<file path="src/sv/quantize_float_to_int8_macros.svh">
// Assertion macros used by the quantizer top level.
`ifndef QUANTIZE_FLOAT_TO_INT8_MACROS_SVH
`define QUANTIZE_FLOAT_TO_INT8_MACROS_SVH

// ante implies cons in the same cycle
`define QFI_ASSERT_IMPL(lbl, clk, rst, ante, cons) \
   lbl: assert property (@(posedge clk) disable iff (rst) (ante) |-> (cons)) \
      else $error("%m: implication check failed");

// ante implies cons a fixed number of cycles later
`define QFI_ASSERT_DELAY(lbl, clk, rst, ante, n, cons) \
   lbl: assert property (@(posedge clk) disable iff (rst) (ante) |-> ##n (cons)) \
      else $error("%m: delayed check failed");

`endif

</file>
<file path="src/sv/qfi_pkg.sv">
// Types, constants and helpers of the float to int8 quantizer.
package qfi_pkg;

   localparam int EXP_W     = 11;
   localparam int MANT_W    = 24;
   localparam int QUOT_W    = 25;
   localparam int DIV_STEPS = 25;
   localparam int CSR_IDX_W = 4;
   localparam int CSR_DAT_W = 32;
   localparam int VAL_W     = 34;
   localparam int BF16_SHIFT = 16;

   localparam logic [CSR_IDX_W-1:0] CSR_SCALE    = CSR_IDX_W'(0);
   localparam logic [CSR_IDX_W-1:0] CSR_OFFSET   = CSR_IDX_W'(1);
   localparam logic [CSR_IDX_W-1:0] CSR_FORMAT   = CSR_IDX_W'(2);
   localparam logic [CSR_IDX_W-1:0] CSR_UNSIGNED = CSR_IDX_W'(3);

   localparam logic [31:0] SCALE_RESET = 32'h3F80_0000;

   localparam logic signed [VAL_W-1:0] SIGNED_LOW    = -VAL_W'(128);
   localparam logic signed [VAL_W-1:0] SIGNED_HIGH   = VAL_W'(127);
   localparam logic signed [VAL_W-1:0] UNSIGNED_HIGH = VAL_W'(255);
   localparam logic signed [VAL_W-1:0] SAT_LOW       = -(VAL_W'(64'sd2147483648));
   localparam logic signed [VAL_W-1:0] SAT_HIGH      = VAL_W'(64'sd2147483647);

   typedef enum logic [1:0] {
      FMT_SINGLE = 2'd0,
      FMT_BF16   = 2'd1,
      FMT_HALF   = 2'd2
   } format_type;

   typedef enum logic [1:0] {
      CLS_FINITE,
      CLS_ZERO,
      CLS_SAT
   } class_type;

   typedef struct packed {
      logic [31:0] element_bits;
      logic        final_element;
   } req_type;

   typedef struct packed {
      logic [7:0] quantized_byte;
      logic       final_result;
   } rsp_type;

   typedef struct packed {
      logic [MANT_W-1:0]       mant;
      logic signed [EXP_W-1:0] exponent;
   } norm_type;

   typedef struct packed {
      logic                    valid;
      logic                    final_flag;
      logic                    sign;
      class_type               cls;
      logic signed [EXP_W-1:0] exponent;
      logic [QUOT_W-1:0]       rem;
      logic [MANT_W-1:0]       divisor;
      logic [QUOT_W-1:0]       quot;
   } div_type;

   // unbiased exponent and mantissa with the leading one at the top
   function automatic norm_type normalize(input logic [7:0] ex, input logic [22:0] frac);
      norm_type   r;
      logic [4:0] top;
      logic [4:0] shift;
      top = 5'd0;
      for (int i = 0; i < 23; i++) begin
         if (frac[i]) top = 5'(i);
      end
      shift = 5'd23 - top;
      if (ex != 8'd0) begin
         r.mant     = {1'b1, frac};
         r.exponent = $signed({3'b000, ex}) - EXP_W'(127);
      end else begin
         r.mant     = {1'b0, frac} << shift;
         r.exponent = -EXP_W'(126) - $signed({6'd0, shift});
      end
      return r;
   endfunction

endpackage

</file>
<file path="src/sv/quantize_float_to_int8.sv">
// Top level of the float to int8 affine quantizer.
// One item per cycle: an item accepted at start passes through two input
// stages, 25 divider steps of one restoring subtract each and three rounding
// and clamping stages before it goes out on rsp_valid. busy is high only
// during reset; results cannot be held off and leave in accept order.
// Configuration writes on the csr_ channel are taken at any time but only
// belong between items.
`include "quantize_float_to_int8_macros.svh"
module quantize_float_to_int8 import qfi_pkg::*; (
   input  logic                 clock,
   input  logic                 reset,
   input  logic                 start,
   output logic                 busy,
   input  req_type              req_data,
   output logic                 rsp_valid,
   output rsp_type              rsp_data,
   input  logic                 csr_valid,
   output logic                 csr_ready,
   input  logic [CSR_IDX_W-1:0] csr_index,
   input  logic [CSR_DAT_W-1:0] csr_wdata
);

   localparam int LATENCY = DIV_STEPS + 5;

   logic [31:0]       scale_ff;
   logic signed [8:0] offset_ff;
   logic [1:0]        format_ff;
   logic              unsigned_ff;
   logic              accept;
   div_type           chain [0:DIV_STEPS];

   assign busy      = reset;
   assign csr_ready = 1'b1;
   assign accept    = start && !busy;

   always_ff @(posedge clock) begin
      if (reset) begin
         scale_ff    <= SCALE_RESET;
         offset_ff   <= '0;
         format_ff   <= FMT_SINGLE;
         unsigned_ff <= 1'b0;
      end else if (csr_valid && csr_ready) begin
         unique case (csr_index)
            CSR_SCALE:    scale_ff    <= csr_wdata[31:0];
            CSR_OFFSET:   offset_ff   <= $signed(csr_wdata[8:0]);
            CSR_FORMAT:   format_ff   <= csr_wdata[1:0];
            CSR_UNSIGNED: unsigned_ff <= csr_wdata[0];
            default: ;
         endcase
      end
   end

   qfi_unpack u_unpack (
      .clock         (clock),
      .reset         (reset),
      .in_valid      (accept),
      .req_data      (req_data),
      .source_format (format_ff),
      .scale_bits    (scale_ff),
      .out           (chain[0])
   );

   for (genvar i = 0; i < DIV_STEPS; i++) begin : g_div
      qfi_div_step u_step (
         .clock (clock),
         .reset (reset),
         .in    (chain[i]),
         .out   (chain[i+1])
      );
   end

   qfi_round u_round (
      .clock           (clock),
      .reset           (reset),
      .in              (chain[DIV_STEPS]),
      .zero_offset     (offset_ff),
      .unsigned_result (unsigned_ff),
      .rsp_valid       (rsp_valid),
      .rsp_data        (rsp_data)
   );

   `QFI_ASSERT_DELAY(a_item_out, clock, reset, accept, LATENCY, rsp_valid)
   `QFI_ASSERT_IMPL(a_no_phantom, clock, reset, rsp_valid, $past(accept, LATENCY))
   `QFI_ASSERT_IMPL(a_final_kept, clock, reset, rsp_valid, rsp_data.final_result == $past(req_data.final_element, LATENCY))

endmodule

</file>
<file path="src/sv/qfi_unpack.sv">
// Input widening, operand classification and divider setup.
module qfi_unpack import qfi_pkg::*; (
   input  logic        clock,
   input  logic        reset,
   input  logic        in_valid,
   input  req_type     req_data,
   input  logic [1:0]  source_format,
   input  logic [31:0] scale_bits,
   output div_type     out
);

   logic        a_valid_ff, a_valid_in;
   logic        a_final_ff;
   logic [31:0] a_bits_ff, a_bits_in;
   div_type     b_ff, b_in;

   function automatic logic [31:0] half_to_single(input logic [15:0] h);
      logic [4:0]  ex;
      logic [9:0]  man;
      logic [3:0]  top;
      logic [3:0]  shift;
      logic [9:0]  man2;
      logic [7:0]  e32;
      logic [31:0] r;
      ex  = h[14:10];
      man = h[9:0];
      top = 4'd0;
      for (int i = 0; i < 10; i++) begin
         if (man[i]) top = 4'(i);
      end
      shift = 4'd10 - top;
      man2  = man << shift;
      e32   = 8'd103 + {4'd0, top};
      if (ex == 5'h1F) begin
         r = {h[15], 8'hFF, man, 13'd0};
      end else if (ex == 5'd0) begin
         if (man == 10'd0) r = {h[15], 31'd0};
         else r = {h[15], e32, man2, 13'd0};
      end else begin
         r = {h[15], 8'({3'd0, ex} + 8'd112), man, 13'd0};
      end
      return r;
   endfunction

   assign a_valid_in = in_valid;

   always_comb begin
      case (source_format)
         FMT_BF16: a_bits_in = {req_data.element_bits[15:0], 16'd0};
         FMT_HALF: a_bits_in = half_to_single(req_data.element_bits[15:0]);
         default:  a_bits_in = req_data.element_bits;
      endcase
   end

   always_ff @(posedge clock) begin
      if (reset) a_valid_ff <= 1'b0;
      else a_valid_ff <= a_valid_in;
   end

   always_ff @(posedge clock) begin
      a_bits_ff  <= a_bits_in;
      a_final_ff <= req_data.final_element;
   end

   always_comb begin
      logic     nnan, ninf, nzero, dnan, dinf, dzero;
      norm_type nn, dn;
      nnan  = a_bits_ff[30:23] == 8'hFF && a_bits_ff[22:0] != 23'd0;
      ninf  = a_bits_ff[30:23] == 8'hFF && a_bits_ff[22:0] == 23'd0;
      nzero = a_bits_ff[30:0] == 31'd0;
      dnan  = scale_bits[30:23] == 8'hFF && scale_bits[22:0] != 23'd0;
      dinf  = scale_bits[30:23] == 8'hFF && scale_bits[22:0] == 23'd0;
      dzero = scale_bits[30:0] == 31'd0;
      nn = normalize(a_bits_ff[30:23], a_bits_ff[22:0]);
      dn = normalize(scale_bits[30:23], scale_bits[22:0]);
      b_in.valid      = a_valid_ff;
      b_in.final_flag = a_final_ff;
      b_in.sign       = a_bits_ff[31] ^ scale_bits[31];
      if (nnan || dnan || (nzero && dzero) || (ninf && dinf)) b_in.cls = CLS_ZERO;
      else if (ninf || dzero) b_in.cls = CLS_SAT;
      else if (nzero || dinf) b_in.cls = CLS_ZERO;
      else b_in.cls = CLS_FINITE;
      b_in.divisor = dn.mant;
      b_in.quot    = '0;
      if (nn.mant < dn.mant) begin
         b_in.rem      = {nn.mant, 1'b0};
         b_in.exponent = nn.exponent - dn.exponent - EXP_W'(1);
      end else begin
         b_in.rem      = {1'b0, nn.mant};
         b_in.exponent = nn.exponent - dn.exponent;
      end
   end

   always_ff @(posedge clock) begin
      if (reset) b_ff.valid <= 1'b0;
      else b_ff.valid <= b_in.valid;
      b_ff.final_flag <= b_in.final_flag;
      b_ff.sign       <= b_in.sign;
      b_ff.cls        <= b_in.cls;
      b_ff.exponent   <= b_in.exponent;
      b_ff.rem        <= b_in.rem;
      b_ff.divisor    <= b_in.divisor;
      b_ff.quot       <= b_in.quot;
   end

   assign out = b_ff;

endmodule

</file>
<file path="src/sv/qfi_div_step.sv">
// One restoring division step of the mantissa divider pipeline.
module qfi_div_step import qfi_pkg::*; (
   input  logic    clock,
   input  logic    reset,
   input  div_type in,
   output div_type out
);

   div_type             step_ff, step_in;
   logic [QUOT_W:0]     diff;
   logic                ge;
   logic [QUOT_W-1:0]   r_next;

   always_comb begin
      diff    = {1'b0, in.rem} - {2'b00, in.divisor};
      ge      = !diff[QUOT_W];
      r_next  = ge ? diff[QUOT_W-1:0] : in.rem;
      step_in = in;
      step_in.rem  = {r_next[QUOT_W-2:0], 1'b0};
      step_in.quot = {in.quot[QUOT_W-2:0], ge};
   end

   always_ff @(posedge clock) begin
      if (reset) step_ff.valid <= 1'b0;
      else step_ff.valid <= step_in.valid;
      step_ff.final_flag <= step_in.final_flag;
      step_ff.sign       <= step_in.sign;
      step_ff.cls        <= step_in.cls;
      step_ff.exponent   <= step_in.exponent;
      step_ff.rem        <= step_in.rem;
      step_ff.divisor    <= step_in.divisor;
      step_ff.quot       <= step_in.quot;
   end

   assign out = step_ff;

endmodule

</file>
<file path="src/sv/qfi_round.sv">
// Quotient rounding, integer conversion, offset and clamp.
module qfi_round import qfi_pkg::*; (
   input  logic              clock,
   input  logic              reset,
   input  div_type           in,
   input  logic signed [8:0] zero_offset,
   input  logic              unsigned_result,
   output logic              rsp_valid,
   output rsp_type           rsp_data
);

   // stage 1: quotient rounded to single precision
   logic                    r1_valid_ff, r1_valid_in;
   logic                    r1_final_ff, r1_sign_ff;
   class_type               r1_cls_ff;
   logic [MANT_W-1:0]       r1_mant_ff, r1_mant_in;
   logic signed [EXP_W-1:0] r1_exp_ff, r1_exp_in;

   // stage 2: integer magnitude
   logic                    r2_valid_ff, r2_valid_in;
   logic                    r2_final_ff, r2_sign_ff;
   logic                    r2_sat_ff, r2_sat_in;
   logic                    r2_zero_ff, r2_zero_in;
   logic [30:0]             r2_mag_ff, r2_mag_in;

   // stage 3: output
   logic                    r3_valid_ff, r3_valid_in;
   rsp_type                 r3_data_ff, r3_data_in;

   always_comb begin
      logic [MANT_W-1:0] mant;
      logic              up;
      logic [MANT_W:0]   m25;
      mant = in.quot[QUOT_W-1:1];
      up   = in.quot[0] & ((in.rem != '0) | in.quot[1]);
      m25  = {1'b0, mant} + {{MANT_W{1'b0}}, up};
      r1_valid_in = in.valid;
      if (m25[MANT_W]) begin
         r1_mant_in = {1'b1, {(MANT_W-1){1'b0}}};
         r1_exp_in  = in.exponent + EXP_W'(1);
      end else begin
         r1_mant_in = m25[MANT_W-1:0];
         r1_exp_in  = in.exponent;
      end
   end

   always_ff @(posedge clock) begin
      if (reset) r1_valid_ff <= 1'b0;
      else r1_valid_ff <= r1_valid_in;
   end

   always_ff @(posedge clock) begin
      r1_final_ff <= in.final_flag;
      r1_sign_ff  <= in.sign;
      r1_cls_ff   <= in.cls;
      r1_mant_ff  <= r1_mant_in;
      r1_exp_ff   <= r1_exp_in;
   end

   always_comb begin
      logic [4:0]  shr;
      logic [2:0]  shl;
      logic [47:0] ext;
      logic [23:0] m;
      logic [23:0] frac;
      logic        up;
      shr  = 5'(EXP_W'(23) - r1_exp_ff);
      shl  = 3'(r1_exp_ff - EXP_W'(23));
      ext  = {r1_mant_ff, 24'd0} >> shr;
      m    = ext[47:24];
      frac = ext[23:0];
      up   = (frac > 24'h80_0000) || (frac == 24'h80_0000 && m[0]);
      r2_valid_in = r1_valid_ff;
      r2_sat_in   = r1_cls_ff == CLS_SAT ||
                    (r1_cls_ff == CLS_FINITE && r1_exp_ff >= EXP_W'(31));
      r2_zero_in  = r1_cls_ff == CLS_ZERO ||
                    (r1_cls_ff == CLS_FINITE && r1_exp_ff < -EXP_W'(1));
      if (r1_exp_ff >= EXP_W'(23)) r2_mag_in = 31'(r1_mant_ff) << shl;
      else r2_mag_in = 31'(m) + 31'(up);
   end

   always_ff @(posedge clock) begin
      if (reset) r2_valid_ff <= 1'b0;
      else r2_valid_ff <= r2_valid_in;
   end

   always_ff @(posedge clock) begin
      r2_final_ff <= r1_final_ff;
      r2_sign_ff  <= r1_sign_ff;
      r2_sat_ff   <= r2_sat_in;
      r2_zero_ff  <= r2_zero_in;
      r2_mag_ff   <= r2_mag_in;
   end

   always_comb begin
      logic signed [VAL_W-1:0] v;
      logic signed [VAL_W-1:0] sum;
      logic signed [VAL_W-1:0] lo;
      logic signed [VAL_W-1:0] hi;
      if (r2_zero_ff) v = '0;
      else if (r2_sat_ff) v = r2_sign_ff ? SAT_LOW : SAT_HIGH;
      else if (r2_sign_ff) v = -$signed({3'b000, r2_mag_ff});
      else v = $signed({3'b000, r2_mag_ff});
      sum = v + VAL_W'(zero_offset);
      lo  = unsigned_result ? '0 : SIGNED_LOW;
      hi  = unsigned_result ? UNSIGNED_HIGH : SIGNED_HIGH;
      if (sum < lo) sum = lo;
      if (sum > hi) sum = hi;
      r3_valid_in = r2_valid_ff;
      r3_data_in.quantized_byte = sum[7:0];
      r3_data_in.final_result   = r2_final_ff;
   end

   always_ff @(posedge clock) begin
      if (reset) r3_valid_ff <= 1'b0;
      else r3_valid_ff <= r3_valid_in;
   end

   always_ff @(posedge clock) begin
      r3_data_ff <= r3_data_in;
   end

   assign rsp_valid = r3_valid_ff;
   assign rsp_data  = r3_data_ff;

endmodule

</file>
<file path="config.mk">
export PLATFORM = sky130hd
export DESIGN_NAME = quantize_float_to_int8
export DESIGN_NICKNAME = d
export VERILOG_FILES = /design/src/sv/qfi_pkg.sv /design/src/sv/quantize_float_to_int8.sv /design/src/sv/qfi_unpack.sv /design/src/sv/qfi_div_step.sv /design/src/sv/qfi_round.sv
export VERILOG_INCLUDE_DIRS = /design/src /design/src/sv
export SDC_FILE = /design/constraint.sdc
export NUM_CORES = 2
export LEC_CHECK = 0
export BUFFER_PORTS_ARGS = -buffer_cell sky130_fd_sc_hd__buf_2
export CORE_ASPECT_RATIO = 0.75
export CORE_MARGIN = 2
export CORE_UTILIZATION = 28
export CTS_BUF_LIST = sky130_fd_sc_hd__clkbuf_4 sky130_fd_sc_hd__clkbuf_8
export DETAILED_ROUTE_END_ITERATION = 7
export GPL_ROUTABILITY_DRIVEN = 0
export PLACE_DENSITY = 0.53
export RECOVER_POWER = 25
export SLEW_MARGIN = 20
export SYNTH_ARGS = -nofsm -noshare
export SYNTH_HDL_FRONTEND = slang
export SYNTH_SLANG_ARGS = --single-unit
</file>
<file path="constraint.sdc">
create_clock -name clock -period 14.1 [get_ports clock]
set_input_delay 0.705 -clock clock [delete_from_list [all_inputs] [get_ports clock]]
set_output_delay 0.705 -clock clock [all_outputs]
set_load 0.01 [all_outputs]
</file>
# Word-level counts from Yosys, hierarchy flattened
# Cells that the tools add are included.
# word_totals
out_inout_bits	12
elab_cells	482
register_bits	2130
# classes
mux	98
bitwise_logic	3
reduce_logical	61
n_shift	5
add_sub_neg	43
eq_ne	11
order_cmp	7
# ops
operator	count
$sub 25x24->26	25
$mux 24	25
$mux 34	6
$mux 31	4
$mux 4	19
$mux 35	2
$mux 5	14
$pmux 32 s2	1
$logic_not 31->1	2
$add 24x1->25	2
$shl 23x5->24	2
$shr 48x5->48	1
$logic_not 23->1	2
$reduce_bool 23->1	2
$mux 3	12
$mux 36	1
$add 34x9->34	1
$gt 34x9->1	1
$lt 34x34->1	1
$neg 31->34	1
$shl 24x3->31	1
$logic_not 1->1	26
$reduce_bool 25->1	1
$eq 24x24->1 const B	1
other kinds (36)	75

# Logic depth before layout (Yosys ltp)
# depth
word_depth	28
ltp_mapped	39
ltp_nobuf	39

# Hierarchy
# Synthesis repeated with hierarchy kept, for this count alone.
# hier_totals
hier_cells	11659
hier_area_um2	114589.9
# modules_own_cells
module	instances	cells_per_inst	seq_area_each_um2	area_each_um2
qfi_div_step at g_div[0].u_step ...	23	359	1781.7	3748.6
qfi_round	1	1306	1721.7	9919.5
qfi_unpack	1	1192	1981.9	9183.8
qfi_div_step at g_div[13].u_step	1	358	1781.7	3693.5
qfi_div_step at g_div[14].u_step	1	360	1781.7	3637.2
quantize_float_to_int8	1	186	880.8	1938.1

# Worst setup path before layout
# No wires, ideal clock.
# synth_path
path_kind	register to register
start	register u_round.r2_mag_ff[5]
end	register u_round.r3_data_ff (netlist bit u_round.rsp_data[8])
path_buffers	0
required_ps	13962
setup_time_ps	138
arrival_time_ps	7896
setup_slack_ps	6066
path_stages_with_launch	39
cell_sequence	dfxtp_1 -> or4_1 -> nor3_1 -> nand2_1 -> nor3_1 -> and2_1 -> nand3b_1 -> nor2_1 -> nor3_1 -> a21oi_1 -> o22a_1 -> nor2_1 -> ha_1 -> a21oi_1 -> and3_1 -> a31o_2 -> o311ai_0 -> a21oi_1 -> [... 3 more ...] -> or3b_2 -> a211oi_1 -> o31ai_1 -> a21oi_1 -> nor2_1 -> a41oi_2 -> mux2i_1 -> ha_1 -> nand3_1 -> nor2_1 -> nand3_1 -> o41ai_1 -> or4b_1 -> nor4_1 -> nand4_2 -> nor4_4 -> a21o_2 -> a311oi_2
# synth_rtl
item	line	rtl
start: declaration	qfi_round.sv:24	logic [30:0] r2_mag_ff, r2_mag_in;
start signal: assignment	qfi_round.sv:92	r2_mag_ff <= r2_mag_in;
end signal: assignment	qfi_round.sv:120	r3_data_ff <= r3_data_in;
end: declaration	qfi_round.sv:28	rsp_type r3_data_ff, r3_data_in;

# Worst setup path in the final report
# layout_path
start	register u_round.r2_mag_ff[0]
end	register u_round.r3_data_ff (netlist bit u_round.rsp_data[5])
# layout_between
elab_chain_cells	9
# layout_rtl
item	line	rtl
$neg 31->34	qfi_round.sv:102	else if (r2_sign_ff) v = -$signed({3'b000, r2_mag_ff});
$mux 34 *	qfi_round.sv:102	
$mux 34 *	qfi_round.sv:101	else if (r2_sat_ff) v = r2_sign_ff ? SAT_LOW : SAT_HIGH;
$mux 34 *	qfi_round.sv:100	if (r2_zero_ff) v = '0;
$add 34x9->34 *	qfi_round.sv:104	sum = v + VAL_W'(zero_offset);
$lt 34x34->1	qfi_round.sv:107	if (sum < lo) sum = lo;
$mux 34 *	qfi_round.sv:107	
$gt 34x9->1	qfi_round.sv:108	if (sum > hi) sum = hi;
$mux 8 *	qfi_round.sv:108	
# Every way passes the cells marked *; elsewhere a longest branch is shown, timed or not.
# A chain may end at the register's enable or synchronous reset.

==> flow_summary_export.csv <==
group,metric,value,unit
global_route,global_route.usage.total,11.9,%
floorplan,floorplan.die_area,334000,um2
detailed_routing,drt-pass1-iter-count,6,
worst_setup_path,critical_path.startpoint_type,"flop",
sta,final.min_clock_period,9900,ps
logic_synthesis,post_synth_inst_count,9581,
logic_synthesis,yosys_register_bits,2130,
global_route,grt_remaining_overflow,0,
place,hpwlAfterDp,153000,um
worst_setup_path,timing.critical_path.required,14890,ps
logic_synthesis,synth.cell_area,92200,um2
sta,fin_crit_sh,70.2,%
detailed_routing,antenna_violating_nets_post_route,0,
cts,cts_buffers,343,
finish,most_frequent_cells_in_the_layout,"2127 x dfxtp_1, 867 x inv_1, 826 x nor2_1, 753 x a21oi_1, 689 x ha_1",
cts,clk_latency,950,ps
worst_setup_path,critical_path_arrival,10690,ps
global_route,grt_pass1_wl,330000,um
sta,upper_clock_frequency_limit,101,MHz
worst_hold_path,hold_class,"primary input to flop",
worst_setup_path,path_max_fanout,8,
power,power.static_leakage,42.5,nW
sta,clock_skew_after_layout,108,ps
power,p_per_area,241,nW/um2
sta,timing.final.ws_setup,4200,ps
cts,clock_tree.root_cell,"clkbuf_8",
logic_synthesis,synth_area_per_cell,9.63,um2
place,dpl.cell_count,13794,
logic_synthesis,syn_nets,10370,
sta,setup_repair_after_global_routing_missed_its_margin,"false",
sta,setup_viol,0,
worst_setup_path,startpoint_of_the_worst_slack_reg_to_reg_timing_path,"u_round.r2_mag_ff[0]",
finish,nNetsFinal,10670,
logic_synthesis,synth_edf_count,0,
cts,ctsLongestPathBuffers,4,
finish,instances_no_fill,14471,
finish,area_growth,14.6,%
cts,tritoncts_num_sinks,2130,
power,vdd.ir_drop.worst,0.107,mV
cts,cts_resized,0,
worst_setup_path,crit_path_largest_cell_delay,760,ps
floorplan,placementRows,182,
cts,clock_tree.htree_level_count,5,
run,max_cap_violations,0,
sta,tightest_slew,1080,ps
finish,share_of_final_layout_standard_cells_stronger_than_drive_strength_1,12.0,%
global_route,number_of_global_route_vias_before_repair,61659,
logic_synthesis,yosys.cell_types.count,104,
worst_hold_path,min_from,"req_data[5]",
logic_synthesis,synth-seq-area-share,46.2,%
cts,tritoncts,"built",
cts,clkSlewWorstSetupHoldPaths,70,ps
floorplan,io_pins,85,
floorplan,die_h,501,um
global_route,grt_start_max_net_pins,76,
finish,layout.core_utilization,32.2,%
sta,setup-tns-final,0,ps
place,io_buffer_count,83,
sta,slew_violations,0,
worst_setup_path,slowest_stage_cell_crit_path,"nor3b_1",
detailed_routing,final_routed_wirelength_across_all_metal_layers,203000,um
cts,count_of_hold_fix_buffers_inserted_at_cts,66,
worst_setup_path,critPathCaptureType,"flop",
worst_setup_path,startpoint,"u_round.r2_mag_ff[0]",
floorplan,floorplan.initialDensity,28.1,%
floorplan,core_region_area,328000,um2
cts,post-cts-setup-buffers,0,
finish,layout.cells.most_common,"dfxtp_1",
place,post-place-ws,4450,ps
detailed_routing,num_vias,64695,
worst_setup_path,worst-setup-path-type,"flop to flop",
detailed_routing,remaining_drc_errors,0,
sta,timing.slew.headroom,27.9,%
floorplan,die_w,667,um
logic_synthesis,ys.warnings.count,0,
detailed_routing,routed_via_density,4.47,
detailed_routing,avgRoutedWirePerCell,14.0,um
detailed_routing,first_drt_iteration_drcs,4022,
logic_synthesis,asyncSetResetFlopFracSynth,0,%
outcome,run_status,"finished, final reports clean",
logic_synthesis,synthFlopType,"dfxtp_1",
sta,timing_hold_violations_final,0,
global_route,number_of_antenna_violations_at_the_first_check_in_global_routing,4,
[critical path: cells and delay by family (launching register included)]
| family | cells | cell delay, ps |
|---|---|---|
| AO/OA/AOI/OAI | 13 | 3090 |
| buffers and inverters | 1 | 60 |
| AND/OR/NAND/NOR | 18 | 4580 |
| XOR/XNOR | 1 | 390 |
| flip-flops | 1 | 320 |
| adder cells (fa/ha/maj) | 4 | 1120 |
| multiplexers | 1 | 160 |
[layout make-up]
type                    instances  area, um2
clock buffers                 529       6710
multi-input cells            6341      45400
diodes                          2       5.00
fillers                     33868     222000
clock inverters                80        832
inverters                     870       3270
well taps                    4324       5410
repair buffers                195       1420
flip-flops and latches       2130      42600
[flip-flops by register name (all words and copies together), names as in the netlist, 2 cells and up]
register and flops:
g_div.u_step.out 1901, u_unpack.out 65, scale_ff 32, u_unpack.a_bits_ff 32, u_round.r2_mag_ff 31, u_round.r1_mant_ff 24, u_round.r1_exp_ff 11, offset_ff 9
u_round.rsp_data 9, format_ff 2, u_round.r1_cls_ff 2
[per-layer routing]
metal / global-route usage [%] / vias to the layer above / wire length (um)
li1: - / 33795 / -
met1: 18.3 / 29214 / 109000
met2: 16.4 / 1341 / 77100
met3: 2.50 / 345 / 12100
met4: 3.37 / 0 / 4870
met5: 0 / - / 0
[cell families (layout without fill, tap and decap cells)]
group                      after synthesis  count (layout)  synth area share, %
muxes                                  589             589                 7.26
and+or+nand+nor                       2352            2352                 11.9
other                                    1               3              0.00407
AOI/OAI and AO/OA                     2123            2123                 14.6
xor gates and xnor gates               560             560                 5.33
buffers and inverters                 1110            1674                 4.66
DFF                                   2130            2130                 46.2
adders and majority gates              716             716                 9.93
[Yosys cell counts (all sizes together), types with 130 or more instances]
cell type	number	share of area (%)
dfxtp	2130	46
inv	869	3.5
nor2	829	3.4
a21oi	758	4.1
ha	689	9.3
nand2	545	2.2
xnor2	415	3.9
o21ai	355	1.9
mux2	337	4.1
mux2i	222	2.4
nor3	208	1.2
a21o	184	1.5
nand3	169	0.92
clkbuf	168	0.68
o21a	159	1.3
xor2	145	1.4
nor2b	130	0.88
[per-stage QoR]
step           hold slack [ps]  instance area (um2)  power (W)
2_1_floorplan              310                92200     0.0174
3_3_place_gp               310                97500     0.0198
3_5_place_dp               312                97500     0.0198
4_1_cts                  0.604               106000     0.0257
5_1_grt                   64.1               106000     0.0276
6_report                   156               106000     0.0255
[final timing paths]
kind	cells past startpoint	slack (ps)	end
setup / recovery	38	4200	u_round.rsp_data[5]
hold / removal	2	160	u_unpack.a_bits_ff[4]
setup reg to reg	38	4200	u_round.rsp_data[5]
hold reg to reg	0	270	g_div[9].u_step.out[2]
[power by group]
group	leakage (nW)	internal (W)	switching, W	total, W
logic	20.8	0.00506	0.00585	0.0109
clock network	4.01	0.00328	0.00243	0.00572
registers	17.7	0.00790	0.000955	0.00885
total	42.5	0.0162	0.00924	0.0255
(Power assumes the default switching activity.)
